===== src/design/wsfd_pkg.sv =====
// Shared types and constants of the WebSocket frame deframer.
`default_nettype none
package wsfd_pkg;

  // Result kinds.
  typedef enum logic [1:0] {
    KIND_PAYLOAD = 2'd0,
    KIND_EMPTY   = 2'd1,
    KIND_CLOSE   = 2'd2,
    KIND_ERROR   = 2'd3
  } kind_e;

  // Field and register widths.
  localparam int unsigned FrameW = 20;
  localparam int unsigned MsgW   = 22;
  localparam int unsigned CfgW   = 22;

  // Configuration register indexes.
  localparam logic REG_MAX_FRAME   = 1'b0;
  localparam logic REG_MAX_MESSAGE = 1'b1;

  // Header decoding constants.
  localparam logic [3:0] OPC_CLOSE = 4'h8;
  localparam logic [6:0] LEN7_EXT16 = 7'd126;
  localparam logic [6:0] LEN7_EXT64 = 7'd127;
  localparam logic [3:0] EXT16_BYTES = 4'd2;
  localparam logic [3:0] EXT64_BYTES = 4'd8;
  localparam logic [3:0] KEY_LAST    = 4'd3;

  // Depth of the queue between the parser and the output stage.
  localparam int unsigned QueueDepth = 2;
  localparam int unsigned QueuePtrW  = 1;
  localparam int unsigned QueueCntW  = 2;

  // One classified transaction handed from the parser to the output stage.
  typedef struct packed {
    kind_e      kind;
    logic [7:0] raw_byte;
    logic [7:0] key_byte;
    logic       do_mask;
    logic       frame_last;
    logic       message_last;
  } wsfd_item_t;

endpackage
`default_nettype wire


===== src/design/wsfd_front.sv =====
// Header parser and classifier: walks the frame header and tags payload bytes.
`default_nettype none
module wsfd_front
  import wsfd_pkg::*;
(
  input  wire logic              clk_i,
  input  wire logic              rst_ni,
  input  wire logic              accept_i,
  input  wire logic [7:0]        data_byte_i,
  input  wire logic [FrameW-1:0] max_frame_len_i,
  input  wire logic [MsgW-1:0]   max_message_len_i,
  output logic                   push_o,
  output wsfd_item_t             item_o
);

  // Parser phases.
  localparam logic [2:0] PH_FIRST   = 3'd0;
  localparam logic [2:0] PH_SECOND  = 3'd1;
  localparam logic [2:0] PH_EXTLEN  = 3'd2;
  localparam logic [2:0] PH_KEY     = 3'd3;
  localparam logic [2:0] PH_PAYLOAD = 3'd4;

  logic [2:0]        phase_q, phase_d;
  logic              fin_q, fin_d;
  logic              masked_q, masked_d;
  logic [3:0]        cnt_q, cnt_d;
  logic [FrameW-1:0] len_q, len_d;
  logic              hi_q, hi_d;
  logic [FrameW-1:0] pos_q, pos_d;
  logic [MsgW-1:0]   total_q, total_d;
  logic              halted_q, halted_d;
  logic [7:0]        key_q [4];

  logic              key_we;
  logic [1:0]        key_idx;
  logic              len_done;
  logic              begin_pl;
  logic              chk_mask;
  logic              len_err;
  logic [FrameW-1:0] pos_inc;
  logic              flast;
  logic [MsgW:0]     msg_sum;

  // Sum of the message so far and this frame, one bit wider so it cannot wrap.
  assign msg_sum = {1'b0, total_q} + {{(MsgW + 1 - FrameW){1'b0}}, len_d};
  assign len_err = hi_d || (len_d > max_frame_len_i) || (msg_sum > {1'b0, max_message_len_i});
  assign pos_inc = pos_q + 1'b1;
  assign flast   = (pos_inc >= len_q);
  assign key_idx = cnt_q[1:0];

  // Next-state logic for one accepted byte.
  always_comb begin
    phase_d  = phase_q;
    fin_d    = fin_q;
    masked_d = masked_q;
    cnt_d    = cnt_q;
    len_d    = len_q;
    hi_d     = hi_q;
    pos_d    = pos_q;
    total_d  = total_q;
    halted_d = halted_q;
    key_we   = 1'b0;
    len_done = 1'b0;
    begin_pl = 1'b0;
    chk_mask = masked_q;
    push_o   = 1'b0;
    item_o   = '0;
    item_o.kind = KIND_PAYLOAD;

    if (accept_i && !halted_q) begin
      unique case (phase_q)
        PH_FIRST: begin
          fin_d = data_byte_i[7];
          if (data_byte_i[3:0] == OPC_CLOSE) begin
            halted_d    = 1'b1;
            push_o      = 1'b1;
            item_o.kind = KIND_CLOSE;
          end else begin
            phase_d = PH_SECOND;
          end
        end
        PH_SECOND: begin
          masked_d = data_byte_i[7];
          chk_mask = data_byte_i[7];
          hi_d     = 1'b0;
          if (data_byte_i[6:0] == LEN7_EXT16 || data_byte_i[6:0] == LEN7_EXT64) begin
            len_d   = '0;
            cnt_d   = (data_byte_i[6:0] == LEN7_EXT16) ? EXT16_BYTES : EXT64_BYTES;
            phase_d = PH_EXTLEN;
          end else begin
            len_d    = {{(FrameW - 7){1'b0}}, data_byte_i[6:0]};
            len_done = 1'b1;
          end
        end
        PH_EXTLEN: begin
          // Bits shifted above the low field only matter as a too-long flag.
          len_d = {len_q[FrameW-9:0], data_byte_i};
          hi_d  = hi_q || (len_q[FrameW-1:FrameW-8] != 8'd0);
          cnt_d = cnt_q - 1'b1;
          if (cnt_q == 4'd1) begin
            len_done = 1'b1;
          end
        end
        PH_KEY: begin
          key_we = 1'b1;
          cnt_d  = cnt_q + 1'b1;
          if (cnt_q >= KEY_LAST) begin
            begin_pl = 1'b1;
          end
        end
        PH_PAYLOAD: begin
          push_o              = 1'b1;
          item_o.kind         = KIND_PAYLOAD;
          item_o.raw_byte     = data_byte_i;
          item_o.key_byte     = key_q[pos_q[1:0]];
          item_o.do_mask      = masked_q;
          item_o.frame_last   = flast;
          item_o.message_last = flast & fin_q;
          pos_d               = pos_inc;
          if (flast) begin
            total_d = fin_q ? '0 : msg_sum[MsgW-1:0] - {{(MsgW - FrameW){1'b0}}, len_d}
                                   + {{(MsgW - FrameW){1'b0}}, len_q};
            pos_d   = '0;
            phase_d = PH_FIRST;
          end
        end
        default: begin
          phase_d = PH_FIRST;
        end
      endcase

      // The full length is known: check the limits, then go on to the key or, unmasked, to the payload.
      if (len_done) begin
        if (len_err) begin
          halted_d    = 1'b1;
          push_o      = 1'b1;
          item_o.kind = KIND_ERROR;
        end else if (chk_mask) begin
          cnt_d   = '0;
          phase_d = PH_KEY;
        end else begin
          begin_pl = 1'b1;
        end
      end

      // Header done: start the payload, or for an empty frame go back to the header and report it if final.
      if (begin_pl) begin
        pos_d = '0;
        if (len_d == '0) begin
          phase_d = PH_FIRST;
          if (fin_q) begin
            total_d             = '0;
            push_o              = 1'b1;
            item_o.kind         = KIND_EMPTY;
            item_o.frame_last   = 1'b1;
            item_o.message_last = 1'b1;
          end
        end else begin
          phase_d = PH_PAYLOAD;
        end
      end
    end
  end

  // Control and header state.
  always_ff @(posedge clk_i or negedge rst_ni) begin
    if (!rst_ni) begin
      phase_q  <= PH_FIRST;
      fin_q    <= 1'b0;
      masked_q <= 1'b0;
      cnt_q    <= '0;
      len_q    <= '0;
      hi_q     <= 1'b0;
      pos_q    <= '0;
      total_q  <= '0;
      halted_q <= 1'b0;
    end else begin
      phase_q  <= phase_d;
      fin_q    <= fin_d;
      masked_q <= masked_d;
      cnt_q    <= cnt_d;
      len_q    <= len_d;
      hi_q     <= hi_d;
      pos_q    <= pos_d;
      total_q  <= total_d;
      halted_q <= halted_d;
    end
  end

  // Mask key bytes, always written in full before a masked payload reads them.
  always_ff @(posedge clk_i) begin
    if (key_we) begin
      key_q[key_idx] <= data_byte_i;
    end
  end

endmodule
`default_nettype wire


===== src/design/wsfd_queue.sv =====
// Short queue of classified transactions between the parser and the output stage.
`default_nettype none
module wsfd_queue
  import wsfd_pkg::*;
(
  input  wire logic       clk_i,
  input  wire logic       rst_ni,
  input  wire logic       push_i,
  input  wire wsfd_item_t item_i,
  output logic            full_o,
  input  wire logic       pop_i,
  output logic            empty_o,
  output wsfd_item_t      item_o
);

  wsfd_item_t           slot_q [QueueDepth];
  logic [QueuePtrW-1:0] wr_ptr_q;
  logic [QueuePtrW-1:0] rd_ptr_q;
  logic [QueueCntW-1:0] count_q;
  logic                 do_push;
  logic                 do_pop;

  assign full_o  = (count_q == QueueCntW'(QueueDepth));
  assign empty_o = (count_q == '0);
  assign do_push = push_i && !full_o;
  assign do_pop  = pop_i && !empty_o;
  assign item_o  = slot_q[rd_ptr_q];

  // Pointers and fill count.
  always_ff @(posedge clk_i or negedge rst_ni) begin
    if (!rst_ni) begin
      wr_ptr_q <= '0;
      rd_ptr_q <= '0;
      count_q  <= '0;
    end else begin
      if (do_push) begin
        wr_ptr_q <= wr_ptr_q + 1'b1;
      end
      if (do_pop) begin
        rd_ptr_q <= rd_ptr_q + 1'b1;
      end
      if (do_push && !do_pop) begin
        count_q <= count_q + 1'b1;
      end else if (do_pop && !do_push) begin
        count_q <= count_q - 1'b1;
      end
    end
  end

  // Storage slots.
  always_ff @(posedge clk_i) begin
    if (do_push) begin
      slot_q[wr_ptr_q] <= item_i;
    end
  end

endmodule
`default_nettype wire


===== src/design/wsfd_back.sv =====
// Output stage: unmasks payload bytes and holds the result transaction.
`default_nettype none
module wsfd_back
  import wsfd_pkg::*;
(
  input  wire logic       clk_i,
  input  wire logic       rst_ni,
  input  wire logic       empty_i,
  input  wire wsfd_item_t item_i,
  output logic            pop_o,
  output logic            out_valid_o,
  input  wire logic       out_ready_i,
  output logic [1:0]      kind_o,
  output logic [7:0]      payload_byte_o,
  output logic            frame_last_o,
  output logic            message_last_o
);

  logic       valid_q;
  logic [1:0] kind_q;
  logic [7:0] byte_q;
  logic       flast_q;
  logic       mlast_q;
  logic       load;

  // Refill the output register whenever it is empty or being drained.
  assign load  = !empty_i && (!valid_q || out_ready_i);
  assign pop_o = load;

  always_ff @(posedge clk_i or negedge rst_ni) begin
    if (!rst_ni) begin
      valid_q <= 1'b0;
    end else if (load) begin
      valid_q <= 1'b1;
    end else if (out_ready_i) begin
      valid_q <= 1'b0;
    end
  end

  // Result payload, unmasked on the way in.
  always_ff @(posedge clk_i) begin
    if (load) begin
      kind_q  <= item_i.kind;
      byte_q  <= item_i.raw_byte ^ (item_i.do_mask ? item_i.key_byte : 8'd0);
      flast_q <= item_i.frame_last;
      mlast_q <= item_i.message_last;
    end
  end

  assign out_valid_o    = valid_q;
  assign kind_o         = kind_q;
  assign payload_byte_o = byte_q;
  assign frame_last_o   = flast_q;
  assign message_last_o = mlast_q;

endmodule
`default_nettype wire


===== src/design/websocket_frame_deframer_unit.sv =====
// Top level of the WebSocket frame deframer: limit registers, parser, queue, output.
//
// Channel   Direction  Handshake                 Payload
// input     in         in_valid_i / in_ready_o   data_byte_i
// output    out        out_valid_o / out_ready_i kind_o, payload_byte_o, frame_last_o,
//                                                message_last_o
// config    in         cfg_we_i (no wait)        cfg_idx_i, cfg_data_i
//
// One byte is accepted per cycle while in_ready_o is high; the parser updates its
// header state in that cycle. A result is written into the two-entry queue at the edge
// that accepts its byte and is then loaded into the output register, where out_valid_o
// rises, once that register is empty or being drained. in_ready_o drops only while the
// queue is full, that is, while the output register holds a result that is not taken and
// two more wait behind it; it rises again once the output register is drained.
// Reset is asynchronous and clears all control state; limits return to their defaults.
// A close frame or a length violation halts the parser until reset.
`default_nettype none
module websocket_frame_deframer_unit
  import wsfd_pkg::*;
#(
  parameter int unsigned BUFFER_BYTES = 4096
) (
  input  wire logic            clk_i,
  input  wire logic            rst_ni,
  input  wire logic            in_valid_i,
  output logic                 in_ready_o,
  input  wire logic [7:0]      data_byte_i,
  output logic                 out_valid_o,
  input  wire logic            out_ready_i,
  output logic [1:0]           kind_o,
  output logic [7:0]           payload_byte_o,
  output logic                 frame_last_o,
  output logic                 message_last_o,
  input  wire logic            cfg_we_i,
  input  wire logic            cfg_idx_i,
  input  wire logic [CfgW-1:0] cfg_data_i
);

  localparam logic [FrameW-1:0] FrameRst = FrameW'(BUFFER_BYTES % (2 ** FrameW));
  localparam logic [MsgW-1:0]   MsgRst   = MsgW'((BUFFER_BYTES * 4) % (2 ** MsgW));

  logic [FrameW-1:0] max_frame_q;
  logic [MsgW-1:0]   max_msg_q;
  logic              accept;
  logic              push;
  logic              full;
  logic              pop;
  logic              empty;
  wsfd_item_t        front_item;
  wsfd_item_t        queue_item;

  // Length limit registers.
  always_ff @(posedge clk_i or negedge rst_ni) begin
    if (!rst_ni) begin
      max_frame_q <= FrameRst;
      max_msg_q   <= MsgRst;
    end else if (cfg_we_i) begin
      unique case (cfg_idx_i)
        REG_MAX_FRAME:   max_frame_q <= cfg_data_i[FrameW-1:0];
        REG_MAX_MESSAGE: max_msg_q   <= cfg_data_i[MsgW-1:0];
        default: ;
      endcase
    end
  end

  assign in_ready_o = !full;
  assign accept     = in_valid_i && !full;

  // Header parser and classifier.
  wsfd_front u_front (
    .clk_i            (clk_i),
    .rst_ni           (rst_ni),
    .accept_i         (accept),
    .data_byte_i      (data_byte_i),
    .max_frame_len_i  (max_frame_q),
    .max_message_len_i(max_msg_q),
    .push_o           (push),
    .item_o           (front_item)
  );

  // Decoupling queue.
  wsfd_queue u_queue (
    .clk_i  (clk_i),
    .rst_ni (rst_ni),
    .push_i (push),
    .item_i (front_item),
    .full_o (full),
    .pop_i  (pop),
    .empty_o(empty),
    .item_o (queue_item)
  );

  // Output stage.
  wsfd_back u_back (
    .clk_i         (clk_i),
    .rst_ni        (rst_ni),
    .empty_i       (empty),
    .item_i        (queue_item),
    .pop_o         (pop),
    .out_valid_o   (out_valid_o),
    .out_ready_i   (out_ready_i),
    .kind_o        (kind_o),
    .payload_byte_o(payload_byte_o),
    .frame_last_o  (frame_last_o),
    .message_last_o(message_last_o)
  );

endmodule
`default_nettype wire

===== config.mk =====
export PLATFORM = sky130hd
export DESIGN_NAME = websocket_frame_deframer_unit
export DESIGN_NICKNAME = d
export VERILOG_FILES = /design/src/design/wsfd_pkg.sv /design/src/design/wsfd_front.sv /design/src/design/wsfd_queue.sv /design/src/design/wsfd_back.sv /design/src/design/websocket_frame_deframer_unit.sv
export SDC_FILE = /design/constraint.sdc
export NUM_CORES = 1
export LEC_CHECK = 0
export ABC_AREA = 1
export BUFFER_PORTS_ARGS = -buffer_cell sky130_fd_sc_hd__buf_4
export CORE_ASPECT_RATIO = 1.25
export CORE_MARGIN = 4
export CORE_UTILIZATION = 65
export DETAILED_ROUTE_END_ITERATION = 10
export MAX_ROUTING_LAYER = met4
export PLACE_DENSITY = 0.88
export SYNTH_ARGS = -nofsm -noshare
export SYNTH_HDL_FRONTEND = slang
export SYNTH_SLANG_ARGS = --single-unit

===== constraint.sdc =====
create_clock -name clk_i -period 11.03 [get_ports clk_i]
set_input_delay 2.206 -clock clk_i [delete_from_list [all_inputs] [get_ports clk_i]]
set_output_delay 2.206 -clock clk_i [all_outputs]
set_load 0.02 [all_outputs]

# After elaboration in Yosys (flattened, before gate mapping)
# Memories as Yosys holds them, arrays and structs flattened.
# Cells that the tools add are included.
totals:
  reg_bits: 132
  mem_bits_rw: 74
  memories: 2
  output_inout_bits: 14
  in_bits: 36
  elab_cells: 154
op_classes:
  n_mux: 77
  bitwise: 3
  n_eq_ne: 9
  n_reduce_logical: 30
  n_addsub: 10
  order_cmp: 4
memory_table:
  columns: ["memory", "words", "word_bits", "read_ports", "rd_ports_with_merged_regs", "wr", "line_no", "rtl"]
  rows:
  - ["u_queue.slot_q", 2, 21, 1, 0, 1, "wsfd_queue.sv:16", "wsfd_item_t slot_q [QueueDepth];"]
  - ["u_front.key_q", 4, 8, 1, 0, 1, "wsfd_front.sv:32", "logic [7:0] key_q [4];"]
op_table:
  columns: ["operator", "count"]
  rows:
  - ["$mux 22", 6]
  - ["$mux 20", 5]
  - ["$pmux 20 s2", 1]
  - ["$mux 1", 31]
  - ["$mux 2", 12]
  - ["$mux 3", 8]
  - ["$add 22x20->23", 1]
  - ["$gt 23x22->1", 1]
  - ["$add 22x20->22", 1]
  - ["$sub 22x20->22", 1]
  - ["$mux 21", 1]
  - ["$add 20x1->20 const B", 1]
  - ["$ge 20x20->1", 1]
  - ["$gt 20x20->1", 1]
  - ["$logic_not 20->1", 1]
  - ["$mux 4", 5]
  - ["$mux 19", 1]
  - ["$eq 7x7->1 const B", 2]
  - ["$pmux 3 s4", 1]
  - ["$pmux 4 s3", 1]
  - ["$mux 8", 1]
  - ["$reduce_and 2->1", 4]
  - ["$reduce_bool 8->1", 1]
  - ["$xor 8x8->8", 1]
  - ["other kinds (23)", 44]

# Longest topological paths before layout
depth:
  depth_word: 20
  ltp_mapped: 43
  depth_no_buf: 42

# Cells and area by module
# From an unflattened synthesis, not the netlist that was laid out.
hier_totals:
  hier_cells: 1768
  area_unflattened_um2: 13669.4
modules_own_cells:
  columns: ["module", "seq_area_each_um2", "cells_per_inst", "instances", "area_per_inst_um2"]
  rows:
  - ["wsfd_front", 2787.7, 1381, 1, 9658.0]
  - ["wsfd_queue", 1361.3, 141, 1, 1751.7]
  - ["websocket_frame_deframer_unit", 1053.5, 187, 1, 1666.6]
  - ["wsfd_back", 385.4, 59, 1, 593.1]

# Worst setup path before layout
# OpenSTA, ideal clock, no wires.
synth_timing:
  path_kind: "input to register"
  startpoint: "input port in_valid_i"
  endpoint: "memory u_queue.slot_q[1][0] (netlist bit), enable pin"
  slack_ps: 3898
  setup_ps: 399
  path_stages: 30
  arrival_time_ps: 6733
  n_path_buf: 2
  required_time_ps: 10631
  path_cell_list: "nand2_2 nor2_4 inv_2 clkbuf_1 buf_1 o22ai_1 ha_1 fa_1 nand3_1 nand2_1 nand3_1 nand2_1 nand3_1 nand2_1 a21oi_1 xnor2_1 ha_1 nand2_1 nor2_1 a211oi_1 nand2_1 nand2_1 nand2_1 nand2_1 nand3_2 nand2_4 inv_2 nand2_1 nand3_1 nor2_1"
synth_between:
  elab_chain_len: 15
  elab_cells_between_ends: 21
  classes_between: "add/sub: 1; order compare: 2; mux: 13; reduce/logical: 5"
synth_rtl:
  columns: ["item", "line_no", "rtl"]
  rows:
  - ["start: declaration", "websocket_frame_deframer_unit.sv:25", "input wire logic in_valid_i,"]
  - ["$logic_and 1x1->1 (*)", "websocket_frame_deframer_unit.sv:67", "assign accept = in_valid_i && !full;"]
  - ["$logic_and 1x1->1 (*)", "wsfd_front.sv:70", "if (accept_i && !halted_q) begin"]
  - ["$mux 20 (*)", "wsfd_front.sv:70", null]
  - ["via u_front.len_d[0]", "wsfd_front.sv:27", "logic [FrameW-1:0] len_q, len_d;"]
  - ["$add 22x20->23 or $gt 20x20->1 (tied branches)", "wsfd_front.sv:45, wsfd_front.sv:46", null]
  - ["$gt 23x22->1 or $logic_or 1x1->1 (tied branches)", "wsfd_front.sv:46", "assign len_err = hi_d || (len_d > max_frame_len_i) || (msg_sum > {1'b0, max_message_len_i});"]
  - ["$logic_or 1x1->1 (*)", "wsfd_front.sv:46", null]
  - ["$mux 1", "wsfd_front.sv:134", "if (len_err) begin"]
  - ["$mux 1", "wsfd_front.sv:133", "if (len_done) begin"]
  - ["$mux 1", "wsfd_front.sv:151", "if (fin_q) begin"]
  - ["$mux 1", "wsfd_front.sv:149", "if (len_d == '0) begin"]
  - ["$mux 1 (*)", "wsfd_front.sv:147", "if (begin_pl) begin"]
  - ["$mux 1 (*)", "wsfd_front.sv:70", null]
  - ["$logic_and 1x1->1 (*)", "wsfd_queue.sv:25", "assign do_push = push_i && !full_o;"]
  - ["$mux 1 (*)", "wsfd_queue.sv:52", "if (do_push) begin"]
  - ["$mux 1 (not written as such) (*)", "wsfd_queue.sv:53", "slot_q[wr_ptr_q] <= item_i;"]
  - ["end: declaration", "wsfd_queue.sv:16", null]
# The timed path passes the listed nets; every way through them passes the cells marked *. The select of a mux whose other input is x is not followed.

# Worst setup path in the final report
layout_timing:
  startpoint: "input port in_valid_i"
  endpoint: "memory u_queue.slot_q[0][19] (netlist bit), enable pin"
# The elaborated chain is that of the path after synthesis.

==> flow_metrics.tcl <==
set metrics [dict create \
    fillers 1511 \
    cap_viol_max_count 0 \
    grt_max_degree 81 \
    drc 0 \
    max_freq_mhz 123 \
    wire_per_inst_um 18.2 \
    regArea_um2 5590 \
    die_x_um 137 \
    critPathSlowestCell "nor2_2" \
    gp_congestion 1.11 \
    layout_commonest_cell "nand2_1" \
    status "finished, final reports clean" \
    seq_area_frac_synth_pct 41.2 \
    cts_hold_buf 0 \
    layout_common_cells "nand2_1 (396), inv_1 (196), ha_1 (147), dfrtp_1 (118), nor2_1 (114)" \
    rsz0062_at_grt "no" \
    h-tree-depth 1 \
    r2r_slack_ns 4.13 \
    vias_per_cell 5.95 \
    fin_crit_sh_pct 74.0 \
    critPathMaxFanout 58 \
    max_stage_delay_ns 0.74 \
    post_cts_buffers 0 \
    vias 11600 \
    min_from "max_msg_q[15]" \
    grt_overflow 0 \
    netlist_top_cells_area "dfrtp_1 (22%), edfxtp_1 (19%), ha_1 (14%), nand2_1 (11%), inv_1 (5.4%)" \
    io_pins 50 \
    port_buffers 49 \
    fin_skew_ns 0.0162 \
    path_clk_slew_ns 0.06 \
    grt_pass1_wl_mm 57.5 \
    final-max-slew-violation-count 0 \
    dp_hpwl_mm 26.2 \
    yosys.area.top_type "dfrtp_1" \
    ys_types 53 \
    timing.rr.start "u_queue.count_q[0]" \
    syn-cell-area_um2 13600 \
    hold_viol 0 \
    ys_seq_elements 206 \
    drive_gt1_share_pct 8.73 \
    grt_pass1_vias 11500 \
    grt_use_total_pct 32.4 \
    initial_utilization_pct 66.7 \
    numClockSinks 206 \
    insertion_delay_ns 0.53 \
    synth-warning-count 0 \
    multi_input_area_um2 7040 \
    cts_tree "yes" \
    power_density_nw_per_um2 298 \
    rows 58 \
    crit_type "in2reg" \
    nets 1853 \
    ant_nets 0 \
    p_leak_uw 0.00741 \
    ys.flop_type "dfrtp_1" \
    syn_nets 1811 \
    antenna_cells 0 \
    drt_iter0_drc 1098 \
    numCtsBuffers 22 \
    core_um2 20300 \
    holdPathStages 2 \
    cts.repair.resized 0 \
    critPathMostFrequentCell "nand2_1" \
    ctsLongestPathBuffers 3 \
    worst_pin_slew_ns 1.11 \
    antenna_found_initial 0 \
    hold_path_class "reg2reg" \
    power_uw 4450 \
    placed_area_um2 14100 \
    r2r_end "u_queue.slot_q[0][19]" \
    ir_drop_mv 0.172 \
    cp.required_ns 11.18 \
    final_area_um2 14900 \
    synth_top_cell_area_share_pct 21.8 \
    syn_to_final_growth_pct 10.2 \
    syn_inst 1626 \
    die-area_um2 23200 \
    cts_root_buf "clkbuf_16" \
    layout_min_cycle_time_ns 8.16 \
    avgSynthCellArea_um2 8.33 \
    drt-total-wl_mm 35.6 \
    synth_edf_count 86 \
    cp-end-kind "register" \
    finalNonFillerCells 1954 \
    dpl.cell_count 1914 \
    cp.arrival_ns 8.31 \
    max_slew_margin_pct 25.7 \
    die_y_um 169 \
    finalSetupViolCount 0 \
    firstDrtPassIters 5 \
    worstHoldEndpoint "max_msg_q[15]" \
    fin_tns_setup_ns 0 \
    rr_worst_depth 33 \
    crit_path_start_kind "input port" \
    async_reset_ff_share_pct 58.3 \
]
[layer usage]
metal  vias up  GRT usage, %  wire (µm)
met5         -             -          0
met4         0          15.0       1970
met3       160          4.42       2700
met2       582          55.4      17900
met1      5365          37.5      13000
li1       5512             -          -
[sequential cells by signal (all words and copies together), names as in the netlist]
name and count:
u_back.kind_o 2, u_front.total_q 22, u_front.cnt_q 4, u_front.phase_q 3
u_front.fin_q 1, u_back.payload_byte_o 8, u_front.key_q 32, u_front.len_q 20
u_back.message_last_o 1, u_front.hi_q 1, u_queue.rd_ptr_q 1, u_queue.slot_q 42
u_front.masked_q 1, u_queue.wr_ptr_q 1, max_frame_q 20, u_front.pos_q 20
u_queue.count_q 2, u_back.frame_last_o 1, u_front.halted_q 1, u_back.out_valid_o 1
max_msg_q 22
[final cells by class]
cell class / instances / share of cell area (%)
clock buffers: 32 / 4.35
clock inverters: 8 / 0.863
inverters: 205 / 5.15
multi-input cells: 1177 / 47.1
flip-flops and latches: 206 / 37.4
well taps: 270 / 2.26
repair buffers: 56 / 2.82
[synth_stat cells, drive strengths merged (24+ instances only)]
| master | instances |
|---|---|
| a21oi | 86 |
| clkbuf | 26 |
| dfrtp | 118 |
| edfxtp | 86 |
| ha | 147 |
| inv | 205 |
| nand2 | 405 |
| nand3 | 70 |
| nand4 | 24 |
| nor2 | 122 |
| o21ai | 130 |
| xor2 | 61 |
[logic make-up (layout without fill, tap and decap cells)]
logic type / after synthesis / count (layout) / synth area share, %
AOI/OAI and AO/OA: 276 / 276 / 11.6
xor gates and xnor gates: 77 / 77 / 4.98
adders and majority gates: 149 / 149 / 13.9
buffers and inverters: 243 / 301 / 6.85
DFF: 206 / 206 / 41.2
muxes: 8 / 8 / 0.591
and+or+nand+nor: 667 / 667 / 20.9
[report_power, final]
part	switching [µW]	internal [µW]	total, µW
Combinational	1700	885	2580
Sequential	135	935	1070
Clock	315	480	795
Total	2150	2300	4450
[per-stage QoR]
stage	util, %	setup slack [ns]	hold slack (ns)
after floorplan	-	3.90	0.442
after global placement	69.6	2.34	0.458
after detailed placement	69.6	2.06	0.463
after CTS	73.5	2.61	0.488
after global routing	73.5	2.43	0.510
final	73.5	2.87	0.484
[critical path: cells and delay by family]
| kind | cells | cell delay [ns] |
|---|---|---|
| and+or+nand+nor | 19 | 2.53 |
| adders and majority gates | 3 | 1.01 |
| xor gates and xnor gates | 1 | 0.21 |
| AOI/OAI and AO/OA | 3 | 0.83 |
| buffers and inverters | 6 | 1.46 |
[how the worst max path moves through the flow]
| stage | startpoint | to | cells after the start |
|---|---|---|---|
| after floorplan | in_valid_i | u_queue.slot_q[1][0] | 30 |
| after global placement | in_valid_i | u_queue.slot_q[0][4] | 32 |
| after detailed placement | in_valid_i | u_queue.slot_q[0][5] | 32 |
| after CTS | in_valid_i | u_queue.slot_q[0][10] | 32 |
| after global routing | in_valid_i | u_queue.slot_q[0][14] | 30 |
| final | in_valid_i | u_queue.slot_q[0][19] | 32 |
No activity file was read; power rests on OpenSTA's default activity.
